==> config.mk <==
export PLATFORM = sky130hd
export DESIGN_NAME = timed_address_block_table
export DESIGN_NICKNAME = d
export VERILOG_FILES = /design/src/sv/tabt_pkg.sv /design/src/sv/tabt_store.sv /design/src/sv/tabt_check.sv /design/src/sv/timed_address_block_table.sv
export SDC_FILE = /design/constraint.sdc
export NUM_CORES = 2
export LEC_CHECK = 0
export BUFFER_PORTS_ARGS = -buffer_cell sky130_fd_sc_hd__buf_2
export CORE_MARGIN = 10
export CORE_UTILIZATION = 30
export DETAILED_ROUTE_END_ITERATION = 8
export MAX_ROUTING_LAYER = met4
export PLACE_DENSITY = 0.52
export SLEW_MARGIN = 20
export SYNTH_ARGS = -nofsm -noshare
export SYNTH_HDL_FRONTEND = slang
export SYNTH_HIERARCHICAL = 1
export SYNTH_SLANG_ARGS = --single-unit
==> constraint.sdc <==
create_clock -name clk_i -period 15.4 [get_ports clk_i]
set_input_delay 3.08 -clock clk_i [delete_from_list [all_inputs] [get_ports clk_i]]
set_output_delay 3.08 -clock clk_i [all_outputs]
set_load 0.03 [all_outputs]
==> src/sv/tabt_pkg.sv <==
`timescale 1ns / 1ps

package tabt_pkg;

  // default number of table entries
  localparam int unsigned TABLE_DEPTH_DEF = 16;

  // block length unit
  localparam logic [15:0] MS_PER_MIN = 16'd60000;

  typedef enum logic [1:0] {
    MODE_QUERY  = 2'd0,
    MODE_ADD    = 2'd1,
    MODE_REMOVE = 2'd2,
    MODE_CLEAR  = 2'd3
  } mode_e;

  // one table entry as stored in memory
  typedef struct packed {
    logic [15:0] addr;
    logic [47:0] start_ms;
    logic [15:0] minutes;
  } entry_t;

  // controls from the sequencer to the entry store
  typedef struct packed {
    logic rd_en;
    logic wr_en;
    logic kill;
    logic clear_all;
  } store_ctl_t;

endpackage

==> src/sv/tabt_store.sv <==
`timescale 1ns / 1ps

module tabt_store
  import tabt_pkg::*;
#(
  parameter int unsigned DEPTH = TABLE_DEPTH_DEF,
  localparam int unsigned IdxW = (DEPTH > 1) ? $clog2(DEPTH) : 1
) (
  input  logic            clk_i,
  input  logic            rst_ni,
  input  store_ctl_t      ctl_i,
  input  logic [IdxW-1:0] rd_idx_i,
  input  logic [IdxW-1:0] wr_idx_i,
  input  entry_t          wr_entry_i,
  input  logic [IdxW-1:0] kill_idx_i,
  output entry_t          rd_entry_o
);

  entry_t           mem_q [DEPTH];
  entry_t           rd_data_q;
  logic [DEPTH-1:0] live_q;    // address field holds a value
  logic [DEPTH-1:0] wr_q;      // entry written since reset
  logic             rd_live_q;
  logic             rd_wr_q;

  always_ff @(posedge clk_i) begin
    if (ctl_i.wr_en) begin
      mem_q[wr_idx_i] <= wr_entry_i;
    end
    if (ctl_i.rd_en) begin
      rd_data_q <= mem_q[rd_idx_i];
    end
  end

  always_ff @(posedge clk_i or negedge rst_ni) begin
    if (!rst_ni) begin
      live_q    <= '0;
      wr_q      <= '0;
      rd_live_q <= 1'b0;
      rd_wr_q   <= 1'b0;
    end else begin
      if (ctl_i.rd_en) begin
        rd_live_q <= live_q[rd_idx_i];
        rd_wr_q   <= wr_q[rd_idx_i];
      end
      if (ctl_i.clear_all) begin
        live_q <= '0;
      end else if (ctl_i.kill) begin
        live_q[kill_idx_i] <= 1'b0;
      end else if (ctl_i.wr_en) begin
        live_q[wr_idx_i] <= 1'b1;
      end
      if (ctl_i.wr_en) begin
        wr_q[wr_idx_i] <= 1'b1;
      end
    end
  end

  // unwritten or freed fields read as zero
  always_comb begin
    rd_entry_o.addr     = rd_live_q ? rd_data_q.addr : '0;
    rd_entry_o.start_ms = rd_wr_q ? rd_data_q.start_ms : '0;
    rd_entry_o.minutes  = rd_wr_q ? rd_data_q.minutes : '0;
  end

endmodule

==> src/sv/tabt_check.sv <==
`timescale 1ns / 1ps

module tabt_check
  import tabt_pkg::*;
(
  input  logic        clk_i,
  input  logic        rst_ni,
  input  logic        in_v_i,
  input  logic        in_last_i,
  input  logic        match_i,
  input  entry_t      entry_i,
  input  logic [47:0] now_ms_i,
  output logic        blk_o,
  output logic        done_o
);

  logic        a_v_q;
  logic        a_last_q;
  logic        a_match_q;
  logic [47:0] a_start_q;
  logic [31:0] a_prod_q;
  logic [48:0] until_ms;
  logic        blk_q;
  logic        done_q;

  always_ff @(posedge clk_i) begin
    a_match_q <= match_i;
    a_start_q <= entry_i.start_ms;
    a_prod_q  <= 32'(entry_i.minutes) * 32'(MS_PER_MIN);
  end

  // full-width end of block, cannot wrap
  assign until_ms = {1'b0, a_start_q} + {17'd0, a_prod_q};

  always_ff @(posedge clk_i or negedge rst_ni) begin
    if (!rst_ni) begin
      a_v_q    <= 1'b0;
      a_last_q <= 1'b0;
      blk_q    <= 1'b0;
      done_q   <= 1'b0;
    end else begin
      a_v_q    <= in_v_i;
      a_last_q <= in_v_i && in_last_i;
      blk_q    <= a_v_q && a_match_q && ({1'b0, now_ms_i} < until_ms);
      done_q   <= a_v_q && a_last_q;
    end
  end

  assign blk_o  = blk_q;
  assign done_o = done_q;

endmodule

==> src/sv/timed_address_block_table.sv <==
`timescale 1ns / 1ps
// query, add and remove walk every entry through the store read register and the
// check stages, then commit; clear goes straight to commit; an output stall holds
// commit; one transaction at a time, the input stalls from accept until the result
// is loaded, since the walk uses the single read port of the entry memory
// reset: asynchronous, active low; per-entry flags clear at once so the table reads as
// all zero right after reset, no clearing pass

module timed_address_block_table
  import tabt_pkg::*;
#(
  parameter int unsigned TABLE_DEPTH = TABLE_DEPTH_DEF,
  localparam int unsigned IdxW = (TABLE_DEPTH > 1) ? $clog2(TABLE_DEPTH) : 1
) (
  input  logic        clk_i,
  input  logic        rst_ni,
  input  logic        in_valid_i,
  output logic        in_stall_o,
  input  logic [1:0]  mode_i,
  input  logic [15:0] device_address_i,
  input  logic [15:0] block_minutes_i,
  input  logic [47:0] now_ms_i,
  output logic        out_valid_o,
  input  logic        out_stall_i,
  output logic        relay_allowed_o,
  output logic        status_o
);

  typedef enum logic [3:0] {
    S_IDLE   = 4'b0001,
    S_SCAN   = 4'b0010,
    S_DRAIN  = 4'b0100,
    S_COMMIT = 4'b1000
  } state_e;

  localparam logic [IdxW-1:0] LastIdx = IdxW'(TABLE_DEPTH - 1);

  state_e state_q, state_d;

  // transaction fields held for the walk
  mode_e       mode_q;
  logic [15:0] addr_q;
  logic [15:0] mins_q;
  logic [47:0] now_q;

  // read issue and read-data stage
  logic [IdxW-1:0] rd_idx_q;
  logic            s1_v_q;
  logic            s1_last_q;
  logic [IdxW-1:0] s1_idx_q;

  // add target search and query verdict
  logic            found_v_q;
  logic [IdxW-1:0] found_idx_q;
  logic            free_v_q;
  logic [IdxW-1:0] free_idx_q;
  logic            blocked_q;

  logic out_valid_q;
  logic allowed_q;
  logic status_q;

  store_ctl_t ctl;
  entry_t     rd_entry;
  entry_t     wr_entry;
  logic       match;
  logic       chk_blk;
  logic       chk_done;
  logic       in_acc;
  logic       out_free;
  logic       add_full;

  assign in_acc   = in_valid_i && !in_stall_o;
  assign out_free = !out_valid_q || !out_stall_i;
  assign match    = s1_v_q && (rd_entry.addr == addr_q);
  assign add_full = !found_v_q && !free_v_q;

  // sequencer
  always_comb begin
    state_d = state_q;
    unique case (state_q)
      S_IDLE: begin
        if (in_acc) begin
          state_d = (mode_e'(mode_i) == MODE_CLEAR) ? S_COMMIT : S_SCAN;
        end
      end
      S_SCAN: begin
        if (rd_idx_q == LastIdx) begin
          state_d = S_DRAIN;
        end
      end
      S_DRAIN: begin
        if (chk_done) begin
          state_d = S_COMMIT;
        end
      end
      S_COMMIT: begin
        if (out_free) begin
          state_d = S_IDLE;
        end
      end
      default: state_d = S_IDLE;
    endcase
  end

  always_comb begin
    ctl.rd_en     = (state_q == S_SCAN);
    ctl.kill      = match && (mode_q == MODE_REMOVE);
    ctl.clear_all = (state_q == S_COMMIT) && (mode_q == MODE_CLEAR);
    // add writes once, together with the result, unless the table is full
    ctl.wr_en     = (state_q == S_COMMIT) && out_free && (mode_q == MODE_ADD) && !add_full;
    wr_entry.addr     = addr_q;
    wr_entry.start_ms = now_q;
    wr_entry.minutes  = mins_q;
  end

  always_ff @(posedge clk_i) begin
    if (in_acc) begin
      mode_q <= mode_e'(mode_i);
      addr_q <= device_address_i;
      mins_q <= block_minutes_i;
      now_q  <= now_ms_i;
    end
    s1_idx_q <= rd_idx_q;
    if (state_q == S_COMMIT && out_free) begin
      allowed_q <= (mode_q != MODE_QUERY) || !blocked_q;
      status_q  <= (mode_q == MODE_ADD) && add_full;
    end
  end

  always_ff @(posedge clk_i or negedge rst_ni) begin
    if (!rst_ni) begin
      state_q     <= S_IDLE;
      rd_idx_q    <= '0;
      s1_v_q      <= 1'b0;
      s1_last_q   <= 1'b0;
      found_v_q   <= 1'b0;
      found_idx_q <= '0;
      free_v_q    <= 1'b0;
      free_idx_q  <= '0;
      blocked_q   <= 1'b0;
      out_valid_q <= 1'b0;
    end else begin
      state_q   <= state_d;
      s1_v_q    <= ctl.rd_en;
      s1_last_q <= ctl.rd_en && (rd_idx_q == LastIdx);

      if (in_acc) begin
        rd_idx_q  <= '0;
        found_v_q <= 1'b0;
        free_v_q  <= 1'b0;
        blocked_q <= 1'b0;
      end else begin
        if (ctl.rd_en) begin
          rd_idx_q <= rd_idx_q + IdxW'(1);
        end
        // last matching entry wins, first free entry wins
        if (match) begin
          found_v_q   <= 1'b1;
          found_idx_q <= s1_idx_q;
        end
        if (s1_v_q && rd_entry.addr == '0 && !free_v_q) begin
          free_v_q   <= 1'b1;
          free_idx_q <= s1_idx_q;
        end
        if (chk_blk) begin
          blocked_q <= 1'b1;
        end
      end

      if (state_q == S_COMMIT && out_free) begin
        out_valid_q <= 1'b1;
      end else if (!out_stall_i) begin
        out_valid_q <= 1'b0;
      end
    end
  end

  tabt_store #(
    .DEPTH (TABLE_DEPTH)
  ) u_store (
    .clk_i      (clk_i),
    .rst_ni     (rst_ni),
    .ctl_i      (ctl),
    .rd_idx_i   (rd_idx_q),
    .wr_idx_i   (found_v_q ? found_idx_q : free_idx_q),
    .wr_entry_i (wr_entry),
    .kill_idx_i (s1_idx_q),
    .rd_entry_o (rd_entry)
  );

  // expiry compare, two stages behind the read data
  tabt_check u_check (
    .clk_i     (clk_i),
    .rst_ni    (rst_ni),
    .in_v_i    (s1_v_q),
    .in_last_i (s1_last_q),
    .match_i   (match),
    .entry_i   (rd_entry),
    .now_ms_i  (now_q),
    .blk_o     (chk_blk),
    .done_o    (chk_done)
  );

  // busy from accept until the result is loaded
  assign in_stall_o      = (state_q != S_IDLE);
  assign out_valid_o     = out_valid_q;
  assign relay_allowed_o = allowed_q;
  assign status_o        = status_q;

endmodule

==> Yosys cells after proc, flatten, opt, wreduce, memory -nomap -nowiden <==
Memories as Yosys holds them, arrays and structs flattened. A register that Yosys moved wholly into a read port is not among the register bits.
Cells that the tools add are included.
{ "classes": {"n_addsub": 2, "multipliers": 1, "n_lt_le_gt_ge": 6, "n_eq_ne": 16, "muxes": 32, "bitwise_logic": 5, "n_reduce_logical": 37} }
{ "ops": {"columns": ["cell", "count"], "rows": [
  ["$mux 16", 5],
  ["$add 48x32->49", 1],
  ["$lt 48x49->1", 1],
  ["$mux 4", 8],
  ["$or 16x16->16", 2],
  ["$mul 16x11->27 const B", 1],
  ["$logic_and 1x1->1", 18],
  ["$and 16x16->16", 1],
  ["$eq 16x16->1", 1],
  ["$logic_not 16->1", 1],
  ["$not 16->16", 1],
  ["$pmux 4 s4", 1],
  ["$lt 4x5->1 const B", 3],
  ["$mux 1", 14],
  ["$reduce_bool 2->1", 5],
  ["$bmux 1 s4", 2],
  ["$demux 1 s4", 2],
  ["$eq 4x4->1 const B", 2],
  ["$ge 4x1->1 const B", 2],
  ["$logic_not 1->1", 7],
  ["$eq 2x2->1 const B", 3],
  ["$ne 2x1->1 const B", 3],
  ["$add 4x1->4 const B", 1],
  ["$eq 4x1->1 const B", 1],
  ["other kinds (10)", 13]
]} }
{ "totals": {"reg_bits": 224, "mem_bits_rw": 1280, "elab_cells": 128, "memories": 1} }
{ "memory_table": {"columns": ["memory", "depth", "width", "rd", "rd_ports_with_merged_regs", "wr", "line_no", "text"], "rows": [
  ["u_store.mem_q", 16, 80, 1, 1, 1, "tabt_store.sv:19", "entry_t mem_q [DEPTH];"]
]} }

==> Logic depth before layout (Yosys ltp) <==
{ "depth": {"ltp_word": 9, "depth_mapped": 21, "ltp_nobuf": 20} }

==> Hierarchy <==
The synthesis kept the hierarchy.
{ "by_module_without_submodules": {"columns": ["module", "n_inst", "cells_each", "area_per_inst_um2"], "rows": [
  ["tabt_store", 1, 2087, 52517.9],
  ["tabt_check", 1, 760, 7551.0],
  ["timed_address_block_table", 1, 212, 3868.7]
]} }

==> Worst setup path after synthesis <==
OpenSTA, ideal clock, no wires.
{ "synth_timing": {"path_kind": "input-to-reg", "start": "in out_stall_i", "end": "mem u_store/mem_q[4][0] (netlist bit), enable pin", "setup_ns": 0.520, "arrival_ns": 7.418, "setup_slack_ns": 7.462, "stages": 4, "path_buffers": 0, "path_cell_list": "a21oi_1 nor3b_1 nand3_1 nor2_1"} }
{ "synth_rtl": {"columns": ["element", "line_no", "text"], "rows": [
  ["start, declared", "timed_address_block_table.sv:24", "input logic out_stall_i,"],
  ["end, declared", "tabt_store.sv:19", null]
]} }

==> impl_metrics.ini <==
[floorplanning]
dieArea_sq_mm = 0.2320
design.core.area_sq_mm = 0.2121
die_y_microns = 481.7
io_pins = 90
initial_utilization_pct = 30.15
dieWidth_microns = 481.7
num_rows = 169

[worst_setup_path]
worstPathRequired_ns = 15.81
setup.worst_path.start_class = input port
crit_arrival_ns = 6.83
crit_path_frequent_cell = buf_4
cp_top_family = simple AND/OR/NAND/NOR gates
slowest_delay_ns = 0.82
crit_chain = buf_2 > a21oi_1 > nor3b_1 > nand3_1 > nor2_4 > buf_4 > buf_4
path_max_fanout = 42
crit_path_top_delay_cell = nor3b_1
end_kind = flip-flop
crit_type = input port to flip-flop
cp.buffers_inverters = 3

[timing]
worst_slack_ns = 8.989
max_freq_mhz = 156.0
relSlewSlack_pct = 24.80
hold_viol = 0
fin_skew_ns = 0.02893
finalSetupViolations = 0
tightestPinTransition_ns = 1.128
rsz0062_at_grt = no
fin_setup_tns_ns = 0
final.period_utilization_pct = 41.63
period_needed_ns = 6.411
maxSlewViolCount = 0
whs_ns = 0.4421

[routing]
wl_per_cell_microns = 24.57
wl_mm = 153.0
drt_iter0_drc = 2241
avgViaCountPerCell = 4.800
drc = 0
ant_nets = 0
vias = 29890
drtPass1Iterations = 5

[global_routing]
overflow = 0
grt_pass1_vias = 31770
groute.usage.overall_pct = 13.50
grt_pass1_wl_mm = 223.8
grt_max_degree = 106
grt_antenna_before_repair = 16

[placed_design]
place_area_sq_mm = 0.06797
gp_congestion = 0.7768
dpl.hpwl_mm = 90.78
portBuffers = 89
dp_slack_ns = 8.089

[clock_tree]
cts_tree = done
clk_path_buf_depth = 3
clk_latency_ns = 0.81
ctsHtreeMaxLevel = 4
clockRootBuffer = clkbuf_16
clk_pin_slew_ns = 0.06
clock-sinks = 1584
cts_buffers = 164
post-cts-setup-buffers = 0
ctsResizeCount = 0
cts_hold_buf = 0

[logic_synthesis]
ys_async_sr_fraction_pct = 3.788
ys_ff_latch = 1584
synthCells = 3059
syn_area_sq_mm = 0.06394
syn-num-nets = 3359
synth_top_flop_cell = edfxtp_1
syn_avg_cell_area_sq_um = 20.90
seq_area_frac_synth_pct = 72.67
synth_edf_count = 1444
ys_warn_count = 6
synth_cell_types = 71

[power_and_ir_drop]
p_seq_share_pct = 46.1
finalPower_mw = 11.68
switching_power_mw = 3.245
p_sw_share_pct = 27.77
vdd.ir_drop.worst_v = 0.0001415
internal_power_mw = 8.440
comb_power_share_pct = 20.5
p_leak_nw = 23.92
power_frac_clock_pct = 33.4
powerDensity_mw_per_mm2 = 159.4

[cells_and_area]
nFillCells = 19750
mostFrequentLayoutCell = edfxtp_1
final_cell_mix = edfxtp_1, mux4_2, clkbuf_16
drive_gt1_share_pct = 25.36
areaGrowthSynthToFinish_pct = 14.63
stdcell_area_sq_mm = 0.07329
fin_nets = 3565

[run_status]
status = complete, no violations

[worst_hold_path]
hold_path.class = flip-flop to flip-flop

[run]
cap_violations = 0
-- path summary, 6_finish.rpt --
check / start / end / slack (ns) / cells past startpoint
setup / recovery: out_stall_i / u_store/mem_q[4][40] / 8.99 / 7
hold / removal: u_store/rd_data_q[36] / u_check/a_start_q[20] / 0.44 / 1
setup reg to reg: u_store/rd_wr_q / u_check/a_prod_q[30] / 9.59 / 18
hold reg to reg: u_store/rd_data_q[36] / u_check/a_start_q[20] / 0.44 / 1
max in group asynchronous: rst_ni / rd_idx_q[0] / 12.19 / 2
min in group asynchronous: rst_ni / state_q[3] / 2.50 / 2
-- power by group through the flow --
stage	registers (mW)	logic (mW)	clock network (mW)
6_report	5.39	2.39	3.91
5_1_grt	5.43	2.61	4.19
4_1_cts	5.41	2.47	4.03
3_5_place_dp	5.50	2.45	0
3_3_place_gp	5.49	2.45	0
2_1_floorplan	5.28	1.83	0
-- state kept, by name, summed over array words and instances (netlist names), 2 cells and up --
signal and flops:
u_store/mem_q 1280, u_check/a_start_q 48, found_idx_q 4, addr_q 16, rd_idx_q 4, state_q 4
u_store/live_q 16, u_store/rd_data_q 80, u_store/wr_q 16, mins_q 16, free_idx_q 4, u_check/a_prod_q 27
s1_idx_q 4, mode_q 2, now_q 48
-- per-stage QoR --
| step | util (%) | cells |
|---|---|---|
| floorplan | - | 3059 |
| global placement | 32.05 | 5920 |
| detailed placement | 32.05 | 5920 |
| CTS | 34.55 | 6224 |
| global route | 34.55 | 6225 |
| finish | 34.56 | 6228 |
-- synth_stat cells, drive strengths merged, types with 3 or more instances --
| master | count | area, sq um |
|---|---|---|
| edfxtp | 1444 | 43360 |
| mux4 | 408 | 9189 |
| ha | 152 | 1902 |
| inv | 113 | 424.2 |
| and2 | 85 | 531.8 |
| dfxtp | 80 | 1602 |
| a21oi | 64 | 324.1 |
| fa | 62 | 1241 |
| dfrtp | 59 | 1476 |
| buf | 56 | 365.4 |
| nor2 | 56 | 210.2 |
| clkbuf | 54 | 202.7 |
| xnor2 | 47 | 411.6 |
| nand2 | 40 | 150.1 |
| o21ai | 35 | 175.2 |
| a211oi | 31 | 250.2 |
| xor2 | 30 | 262.8 |
| a21o | 29 | 217.7 |
| nand3 | 19 | 95.09 |
| or2 | 19 | 118.9 |
| nor3 | 18 | 111.4 |
| mux2 | 14 | 157.7 |
| nand4 | 12 | 75.07 |
| o21a | 12 | 90.09 |
| nand2b | 10 | 62.56 |
| o211ai | 9 | 86.33 |
| o21bai | 9 | 67.56 |
| a31oi | 8 | 65.06 |
| and3 | 8 | 50.05 |
| mux2i | 8 | 80.08 |
| nor2b | 7 | 43.79 |
| o2111ai | 7 | 61.31 |
| a2111oi | 5 | 43.79 |
| nor3b | 5 | 42.54 |
| or3 | 5 | 31.28 |
| nor4 | 4 | 25.02 |
| a21boi | 3 | 22.52 |
| a31o | 3 | 26.28 |
| nor4b | 3 | 32.53 |
| o22ai | 3 | 18.77 |
| o31a | 3 | 26.28 |
| o31ai | 3 | 22.52 |
-- per-layer routing --
metal,GRT usage (%),share of wire [%]
met1,18.07,45
met2,21.50,49
met3,2.416,4.5
met4,3.094,2.0
met5,-,0
-- layout make-up --
type                    count  area (sq um)  area share (%)
clock inverters            89         897.1           1.224
well taps                2821          3530           4.816
multi-input cells        1251         16610           22.66
repair buffers            150         923.4           1.260
clock buffers             215          4407           6.013
inverters                 114         432.9          0.5907
flip-flops and latches   1584         46480           63.42
diodes                      4         10.01         0.01366
-- cells by family (layout without fill, tap and decap cells) --
kind of cell    after synthesis  in the layout  share of synthesized area (%)
compound gates              233            233                          2.503
xor+xnor                     77             77                          1.055
other cells                   0              4                              0
mux                         430            430                          14.74
flops                      1584           1584                          72.67
fa+ha+maj                   214            214                          4.916
simple gates                297            297                          2.552
buf+inv                     224            568                          1.558
(Power assumes the default switching activity.)
